**src/rtl/core/mcm_pkg.sv**
```systemverilog
// Shared constants, register codes and types of the current monitor.
package mcm_pkg;

    localparam int WINDOW_DEPTH  = 16;
    localparam int CHANNEL_COUNT = 4;

    localparam int SAMPLE_W   = 10;
    localparam int KEPT_W     = 8;
    localparam int TOTAL_W    = 14;
    localparam int CH_W       = $clog2(CHANNEL_COUNT);
    localparam int WIN_W      = 3;
    localparam int SHIFT_W    = 3;
    localparam int LIMIT_W    = 14;
    localparam int CFG_IDX_W  = 2;
    localparam int CFG_DATA_W = 14;

    localparam logic [WIN_W-1:0]   MEASURE_WINDOW_RST = 3'd4;
    localparam logic [SHIFT_W-1:0] MEAN_SHIFT_RST     = 3'd4;
    localparam logic [LIMIT_W-1:0] LIMIT_HIGH_RST     = 14'd200;
    localparam logic [LIMIT_W-1:0] LIMIT_LOW_RST      = 14'd150;

    typedef enum logic [CFG_IDX_W-1:0] {
        CFG_MEASURE_WINDOW = 2'd0,
        CFG_MEAN_SHIFT     = 2'd1,
        CFG_LIMIT_HIGH     = 2'd2,
        CFG_LIMIT_LOW      = 2'd3
    } t_cfg_reg;

    // Status of one channel toward the top level.
    typedef struct packed {
        logic [TOTAL_W-1:0] mean;      // stored mean
        logic [TOTAL_W-1:0] new_mean;  // mean if the kept sample enters now
    } t_chan_stat;

endpackage

```
**src/rtl/core/mcm_tap_cell.sv**
```systemverilog
// One 8-bit tap of a channel's sample window; shifts toward the tail.
module mcm_tap_cell
    import mcm_pkg::*;
(
    input  logic              i_clk,
    input  logic              i_rst_n,
    input  logic              i_shift,
    input  logic [KEPT_W-1:0] i_data,
    output logic [KEPT_W-1:0] o_data
);

    logic [KEPT_W-1:0] r_data;

    always_ff @(posedge i_clk) begin
        if (!i_rst_n) begin
            r_data <= '0;
        end else if (i_shift) begin
            r_data <= i_data;
        end
    end

    assign o_data = r_data;

endmodule

```
**src/rtl/core/mcm_channel.sv**
```systemverilog
// One channel: chain of window taps, running total and mean.
module mcm_channel
    import mcm_pkg::*;
(
    input  logic               i_clk,
    input  logic               i_rst_n,
    input  logic               i_shift,
    input  logic [KEPT_W-1:0]  i_kept,
    input  logic [SHIFT_W-1:0] i_mean_shift,
    output t_chan_stat         o_stat
);

    logic [KEPT_W-1:0]  w_tap [WINDOW_DEPTH+1];
    logic [TOTAL_W-1:0] r_total;
    logic [TOTAL_W-1:0] n_total;
    logic [TOTAL_W-1:0] r_mean;
    logic [TOTAL_W-1:0] n_mean;

    assign w_tap[0] = i_kept;

    for (genvar k = 0; k < WINDOW_DEPTH; k++) begin : g_tap
        mcm_tap_cell u_tap (
            .i_clk   (i_clk),
            .i_rst_n (i_rst_n),
            .i_shift (i_shift),
            .i_data  (w_tap[k]),
            .o_data  (w_tap[k+1])
        );
    end

    // Oldest entry falls off the tail as the new one enters the head.
    always_comb begin
        n_total = r_total - TOTAL_W'(w_tap[WINDOW_DEPTH]) + TOTAL_W'(i_kept);
        n_mean  = n_total >> i_mean_shift;
    end

    always_ff @(posedge i_clk) begin
        if (!i_rst_n) begin
            r_total <= '0;
            r_mean  <= '0;
        end else if (i_shift) begin
            r_total <= n_total;
            r_mean  <= n_mean;
        end
    end

    assign o_stat.mean     = r_mean;
    assign o_stat.new_mean = n_mean;

endmodule

```
**src/rtl/core/multichannel_current_monitor.sv**
```systemverilog
// Four-channel current monitor: decimated moving average with hysteresis limits.
// Each accepted sample item's result item is registered and shows in the next cycle.
// Throughput: one item per cycle when not stalled; the window update is a single
// total add/sub in the selected channel; the limit check reads the next channel.
// Reset (synchronous, active low) clears all windows, totals, means and counters
// at once, sets every drive enable and loads the register defaults; no sweep.
module multichannel_current_monitor
    import mcm_pkg::*;
(
    input  logic                  i_clk,
    input  logic                  i_rst_n,
    // sample items
    input  logic                  i_in_valid,
    output logic                  o_in_stall,
    input  logic [SAMPLE_W-1:0]   i_sample,
    // result items
    output logic                  o_out_valid,
    input  logic                  i_out_stall,
    output logic                  o_window_done,
    output logic [CH_W-1:0]       o_updated_channel,
    output logic [TOTAL_W-1:0]    o_updated_mean,
    output logic [CH_W-1:0]       o_next_channel,
    output logic [CHANNEL_COUNT-1:0] o_enable_mask,
    // register writes
    input  logic                  i_cfg_valid,
    output logic                  o_cfg_ready,
    input  logic [CFG_IDX_W-1:0]  i_cfg_index,
    input  logic [CFG_DATA_W-1:0] i_cfg_data
);

    // Configuration registers
    logic [WIN_W-1:0]   r_measure_window;
    logic [SHIFT_W-1:0] r_mean_shift;
    logic [LIMIT_W-1:0] r_limit_high;
    logic [LIMIT_W-1:0] r_limit_low;

    // Sequencing state
    logic [WIN_W-1:0]         r_dec_cnt;
    logic [WIN_W-1:0]         n_dec_cnt;
    logic [CH_W-1:0]          r_ch;
    logic [CH_W-1:0]          n_ch;
    logic [CHANNEL_COUNT-1:0] r_drive;
    logic [CHANNEL_COUNT-1:0] n_drive;

    // Result register
    logic               r_out_valid;
    logic               r_window_done;
    logic [CH_W-1:0]    r_upd_ch;
    logic [TOTAL_W-1:0] r_upd_mean;

    logic               w_accept;
    logic               w_keep;
    logic [KEPT_W-1:0]  w_kept;
    logic [TOTAL_W-1:0] w_check_mean;
    t_chan_stat         w_stat [CHANNEL_COUNT];

    // Register writes are always taken; the user must write only while the block is idle, unenforced.
    assign o_cfg_ready = 1'b1;

    always_ff @(posedge i_clk) begin
        if (!i_rst_n) begin
            r_measure_window <= MEASURE_WINDOW_RST;
            r_mean_shift     <= MEAN_SHIFT_RST;
            r_limit_high     <= LIMIT_HIGH_RST;
            r_limit_low      <= LIMIT_LOW_RST;
        end else if (i_cfg_valid && o_cfg_ready) begin
            unique case (t_cfg_reg'(i_cfg_index))
                CFG_MEASURE_WINDOW: r_measure_window <= i_cfg_data[WIN_W-1:0];
                CFG_MEAN_SHIFT:     r_mean_shift     <= i_cfg_data[SHIFT_W-1:0];
                CFG_LIMIT_HIGH:     r_limit_high     <= i_cfg_data[LIMIT_W-1:0];
                CFG_LIMIT_LOW:      r_limit_low      <= i_cfg_data[LIMIT_W-1:0];
                default: begin
                end
            endcase
        end
    end

    // Take a new item unless the result register is full and held.
    assign o_in_stall = r_out_valid && i_out_stall;
    assign w_accept   = i_in_valid && !o_in_stall;

    // Decimation: bump the count (wrapping), keep when it reaches the window.
    always_comb begin
        n_dec_cnt = WIN_W'(r_dec_cnt + 1'b1);
        w_keep    = (n_dec_cnt >= r_measure_window);
        if (w_keep) begin
            n_dec_cnt = '0;
        end
    end

    // Drop the two low bits of the converter result.
    assign w_kept = i_sample[SAMPLE_W-1 -: KEPT_W];

    for (genvar c = 0; c < CHANNEL_COUNT; c++) begin : g_chan
        mcm_channel u_chan (
            .i_clk        (i_clk),
            .i_rst_n      (i_rst_n),
            .i_shift      (w_accept && w_keep && (r_ch == CH_W'(c))),
            .i_kept       (w_kept),
            .i_mean_shift (r_mean_shift),
            .o_stat       (w_stat[c])
        );
    end

    // Round-robin advance on a keep. The channel checked afterwards is never
    // the one just updated, so its stored mean is the current one.
    always_comb begin
        n_ch         = w_keep ? CH_W'(r_ch + 1'b1) : r_ch;
        w_check_mean = w_stat[n_ch].mean;
        n_drive      = r_drive;
        priority if (w_check_mean > r_limit_high) begin
            n_drive[n_ch] = 1'b0;
        end else if (w_check_mean < r_limit_low) begin
            n_drive[n_ch] = 1'b1;
        end else begin
            n_drive = r_drive;
        end
    end

    always_ff @(posedge i_clk) begin
        if (!i_rst_n) begin
            r_dec_cnt <= '0;
            r_ch      <= '0;
            r_drive   <= '1;
        end else if (w_accept) begin
            r_dec_cnt <= n_dec_cnt;
            r_ch      <= n_ch;
            r_drive   <= n_drive;
        end
    end

    // Result register: load on accept, empty once taken.
    always_ff @(posedge i_clk) begin
        if (!i_rst_n) begin
            r_out_valid <= 1'b0;
        end else if (w_accept) begin
            r_out_valid <= 1'b1;
        end else if (!i_out_stall) begin
            r_out_valid <= 1'b0;
        end
    end

    always_ff @(posedge i_clk) begin
        if (w_accept) begin
            r_window_done <= w_keep;
            r_upd_ch      <= w_keep ? r_ch : '0;
            r_upd_mean    <= w_keep ? w_stat[r_ch].new_mean : '0;
        end
    end

    // Channel and mask state change only on accept, together with the result
    // register, so they serve directly as the result's last two fields.
    assign o_out_valid       = r_out_valid;
    assign o_window_done     = r_window_done;
    assign o_updated_channel = r_upd_ch;
    assign o_updated_mean    = r_upd_mean;
    assign o_next_channel    = r_ch;
    assign o_enable_mask     = r_drive;

endmodule

```
**config.mk**
```make
export PLATFORM = sky130hd
export DESIGN_NAME = multichannel_current_monitor
export DESIGN_NICKNAME = d
export VERILOG_FILES = /design/src/rtl/core/mcm_pkg.sv /design/src/rtl/core/mcm_tap_cell.sv /design/src/rtl/core/mcm_channel.sv /design/src/rtl/core/multichannel_current_monitor.sv
export SDC_FILE = /design/constraint.sdc
export NUM_CORES = 2
export LEC_CHECK = 0
export ABC_AREA = 1
export ABC_CLOCK_PERIOD_IN_PS = 4900
export BUFFER_PORTS_ARGS = -buffer_cell sky130_fd_sc_hd__buf_2
export CAP_MARGIN = 15
export CORE_MARGIN = 2
export CORE_UTILIZATION = 25
export CTS_CLUSTER_DIAMETER = 30
export DETAILED_ROUTE_END_ITERATION = 12
export PLACE_DENSITY = 0.5
export SLEW_MARGIN = 20
export SYNTH_ARGS = -nofsm -noshare
export SYNTH_HDL_FRONTEND = slang
export SYNTH_SLANG_ARGS = --single-unit
```
**constraint.sdc**
```tcl
create_clock -name i_clk -period 4.9 [get_ports i_clk]
set_input_delay 0.49 -clock i_clk [delete_from_list [all_inputs] [get_ports i_clk]]
set_output_delay 0.49 -clock i_clk [all_outputs]
set_load 0.02 [all_outputs]
```
Word level (Yosys, flattened, before mapping)
Cells that the tools add are included.
{"block": "classes", "n_addsub": 10, "n_lt_le_gt_ge": 7, "eq_ne": 7, "shifts": 4, "mux": 14, "bitwise_logic": 5, "n_reduce_logical": 17}
{"operator": "$bmux 28 s2", "count": 2}
{"operator": "$add 14x8->14", "count": 4}
{"operator": "$mux 28", "count": 2}
{"operator": "$shr 14x3->14", "count": 4}
{"operator": "$sub 14x8->14", "count": 4}
{"operator": "$mux 14", "count": 2}
{"operator": "$gt 14x14->1", "count": 1}
{"operator": "$lt 14x14->1", "count": 1}
{"operator": "$reduce_and 2->1", "count": 5}
{"operator": "$eq 2x2->1 const B", "count": 4}
{"operator": "$logic_and 1x1->1", "count": 8}
{"operator": "$mux 4", "count": 2}
{"operator": "$ge 3x3->1 const B", "count": 2}
{"operator": "$not 2->3", "count": 2}
{"operator": "$and 4x4->4", "count": 1}
{"operator": "$eq 2x1->1 const B", "count": 2}
{"operator": "$logic_not 2->1", "count": 2}
{"operator": "$not 4->4", "count": 1}
{"operator": "$or 4x4->4", "count": 1}
{"operator": "$add 3x1->3 const B", "count": 1}
{"operator": "$ge 3x3->1", "count": 1}
{"operator": "$lt 2x3->1 const B", "count": 1}
{"operator": "$mux 1", "count": 3}
{"operator": "$mux 3", "count": 1}
{"operator": "7 further kinds", "count": 7}
{"block": "totals", "ff_bits": 685, "in_bits": 31, "out_inout_bits": 26, "elab_cells": 147}

Depth between registers and ports, before layout
{"block": "depth", "depth_word": 10, "depth_mapped": 29, "mapped_depth_nobuf": 29}

By module
From an unflattened synthesis, not the netlist that was laid out.
{"block": "unflattened", "cells_unflattened": 5558, "hier_area_um2": 37384.6}
{"mod": "mcm_tap_cell", "n_inst": 64, "cells_per_inst": 51, "area_per_inst_um2": 356.6, "seq_area_each_um2": 160.2}
{"mod": "mcm_channel", "n_inst": 4, "cells_per_inst": 445, "area_per_inst_um2": 2695.1, "seq_area_each_um2": 560.5}
{"mod": "multichannel_current_monitor", "n_inst": 1, "cells_per_inst": 514, "area_per_inst_um2": 3782.4, "seq_area_each_um2": 1391.3}

Worst setup path after synthesis
No wires, ideal clock.
{"block": "synth_path", "path_kind": "flip-flop to flip-flop", "start": "register r_ch[0] (netlist: o_next_channel[0])", "end": "register with a tool-made name", "setup_ps": 134, "arrival_ps": 3504, "required_ps": 4766, "path_slack_ps": 1262, "path_stages_with_launch": 23, "path_buffers": 3, "period_less_slack_ps": 3638, "cell_sequence": "dfxtp_1 > inv_2 > clkbuf_1 > clkbuf_1 > ha_1 > nand2_1 > o21ai_2 > inv_1 > nor2_1 > inv_1 > clkbuf_1 > o221ai_1 > inv_1 > ha_1 > nand2_1 > nor4_1 > o21ai_0 > o2111ai_1 > nand2_1 > nand2_1 > nand3_1 > nand2_1 > nand3_1"}
{"element": "from (decl)", "line": "multichannel_current_monitor.sv:40", "source": "logic [CH_W-1:0] r_ch;"}
{"element": "from (signal assigned)", "line": "multichannel_current_monitor.sv:127", "source": "r_ch <= n_ch;"}

==> flow_summary.yaml <==
sta:
  rsz0062_at_grt: "false"
  fmax_ghz: 0.233
  setup_violations: 0
  final_hold_viol_count: 0
  skew_ns: 0.0396
  min_period_ns: 4.29
  fin_hold_ws_ns: 0.0571
  fin_crit_sh_pct: 87.6
  final_max_slew_viol_count: 0
  fin_setup_tns_ns: 0
  tightest_slew_ns: 1.06
  relSlewSlack_pct: 29.6
logic_synthesis:
  async_reset_ff_share_pct: 0
  synth_top_flop_cell: "dfxtp_1"
  syn_nets: 4239
  synth_top_cell_area_share_pct: 44.0
  postSynthAreaPerCell_um2: 7.44
  yosys.area.top_type: "dfxtp_1"
  ys_seq_elements: 685
  synth.area.top_cells: "dfxtp_1 44%, nand2_1 16%, a21oi_1 11%"
  ys_seq_area_share_pct: 45.7
  netlist_area_um2: 30400
  syn_inst: 4085
  yosys_warnings: 0
  synth_edf_count: 17
  synthDistinctLibCells: 50
layout:
  final_common_cell: "nand2_1"
  nFillCells: 12965
  area_growth_pct: 24.2
  drive_gt1_share_pct: 9.84
  most-common-layout-cells: "1278 x nand2_1, 667 x dfxtp_1, 655 x a21oi_1"
  nNetsFinal: 4240
  diodes: 0
detailed_routing:
  dr.first_iter.drc_count: 1752
  wl_per_cell_um: 13.1
  routed_via_density: 4.41
  drt-total-wl_mm: 76.3
  vias: 25733
  drt_pre_antenna_iters: 6
  drtAntennaViolNets: 0
  drc_errors: 0
setup_path:
  slowest_stage: "nand2_1"
  crit-reg2reg-launch: "r_dec_cnt[0]"
  path_class: "register to register"
  r2r_cells: 23
  worst-path-buf-inv: 3
  max_stage_delay_ns: 0.37
  worstSetupEndpointType: "register"
  worst-path-max-fanout: 14
  cp_top_family: "simple AND/OR/NAND/NOR gates"
  path_cells: "ha_1, xnor2_1, inv_1, ha_1, a21oi_2, nand2_4, nand2_1, o21ai_2, inv_1, nand2_1, o22a_1, o221ai_1, inv_1, ha_1, nand2_1, nor4_1, o21ai_0, o2111ai_1, nand2_1, nand2_1, nand3_1, nand2_1, nand3_1"
  worstPathArrival_ns: 4.89
  startpoint_type: "register"
  reg2reg_slack_ns: 0.61
  cpMostUsedCell: "nand2_1"
  required_ns: 5.50
worst_hold_path:
  hp-class: "input port to register"
  holdPathStages: 3
  worstHoldStart: "i_cfg_data[5]"
  min_to: "r_limit_low[5]"
clock_tree:
  cts_resized: 0
  clock-sinks: 685
  post_cts_buffers: 0
  holdBufCountCts: 6
  htree_levels: 4
  clock_path_buffers: 3
  root_buffer: "clkbuf_16"
  cts_buffers: 155
  clk_latency_ns: 0.74
  clk_pin_slew_ns: 0.05
  cts_tree: "done"
status:
  outcome: "completed"
placed_design:
  hpwl_mm: 46.4
  place.gp.congestion: 0.852
  port_buffers: 53
floorplanning:
  initial_core_util_pct: 25.3
  ios: 57
  rows: 127
  core-area_um2: 120000
  die-area_um2: 124000
  die_y_um: 353
  die_width_um: 353
power:
  power_density_nw_per_um2: 509
  p_leak_uw: 0.0148
  total_power_uw: 19200
  ir_drop_mv: 0.359
global_route:
  met2_usage_pct: 18.4
  grt_pass1_vias: 23779
  grt-ovfl-total: 0
  grt.busiest_layer: "met2"
  antenna_found_initial: 0
  grt_util_met1_pct: 16.5
  grt_max_degree: 153
  grtUsageTotal_pct: 12.1
  use_met3_pct: 2.55
  grt_pass1_wl_mm: 125
run:
  max_cap_violations: 0
==> power by group <==
group          internal (uW)  switching (uW)  leakage, uW  total (uW)
Clock                   7270            3500      0.00269       10800
Combinational            819            1820      0.00657        2640
Sequential              5730            64.3      0.00556        5800
Total                  13800            5380       0.0148       19200
==> cells in the mapped netlist (7+ instances only) <==
library cell,instances
o22ai_1,13
xor2_1,28
fa_1,32
clkbuf_1,139
nor2_1,70
nand3_1,293
nand2_2,11
o221ai_1,7
inv_1,337
buf_1,18
o21ai_0,145
o21bai_1,7
buf_4,7
a21oi_1,655
a211oi_1,8
ha_1,91
o211ai_1,75
dfxtp_1,668
buf_2,97
inv_2,13
nor3_1,8
edfxtp_1,17
xnor2_1,9
nand2_1,1280
==> final cells by class <==
class                           count  area [um2]  area share (%)
Clock buffer                      203        4340            11.5
Clock inverter                     87        1280            3.40
Inverter                          351        1340            3.56
Multi-Input combinational cell   2788       14100            37.3
Sequential cell                   685       13900            36.8
Tap cell                         1612        2020            5.35
Timing Repair Buffer              105         773            2.05
==> cells by family after synthesis <==
logic type	Yosys count	synth area share [%]
AOI/OAI and AO/OA	934	16.6
xor gates and xnor gates	40	1.23
adders and majority gates	123	5.86
buffers and inverters	612	8.05
DFF	685	45.7
muxes	5	0.165
other	1	0.0123
and+or+nand+nor	1685	22.4
==> stage by stage <==
stage               setup slack [ns]  util, %  cells  instance area (um2)
floorplan                       1.26        -   4085                30400
global placement               0.511     26.6   5535                32000
detailed placement             0.566     26.6   5535                32000
CTS                            0.573     31.4   5831                37700
global route                  0.0757     31.4   5831                37700
finish                         0.606     31.4   5831                37700
==> sequential cells by signal, summed over array words and instances, names as in the netlist, 3 cells and up, named ones only <==
| register | cells |
|---|---|
| r_limit_high | 14 |
| r_dec_cnt | 3 |
| g_chan.u_chan.r_mean | 56 |
| o_updated_mean | 14 |
| r_measure_window | 3 |
| r_mean_shift | 3 |
| g_chan.u_chan.r_total | 56 |
| r_limit_low | 14 |
| g_chan.u_chan.g_tap.u_tap.o_data | 512 |
==> routing by layer <==
metal	wire, um	vias up
met2	33400	487
met3	3410	129
li1	-	13361
met4	2040	0
met1	37400	11756
met5	0	-
==> worst register-to-register path, delay by kind of cell, from the launching register on <==
kind	cells	cell delay [ns]
AOI/OAI and AO/OA	6	1.04
xor gates and xnor gates	1	0.18
adders and majority gates	3	0.80
buffers and inverters	3	0.30
DFF	1	0.33
and+or+nand+nor	10	1.51
==> how the worst max path moves through the flow <==
| stage | from | endpoint | slack [ns] | depth (start not counted) |
|---|---|---|---|---|
| 3_3_place_gp | r_dec_cnt[0] | register | 0.51 | 23 |
| 6_report | r_dec_cnt[0] | register | 0.61 | 23 |
| 4_1_cts | r_dec_cnt[0] | register | 0.57 | 23 |
| 5_1_grt | r_dec_cnt[0] | register | 0.08 | 26 |
| 3_5_place_dp | r_dec_cnt[0] | register | 0.57 | 23 |
| 2_1_floorplan | o_next_channel[0] | register | 1.26 | 22 |
(Power assumes the default switching activity.)
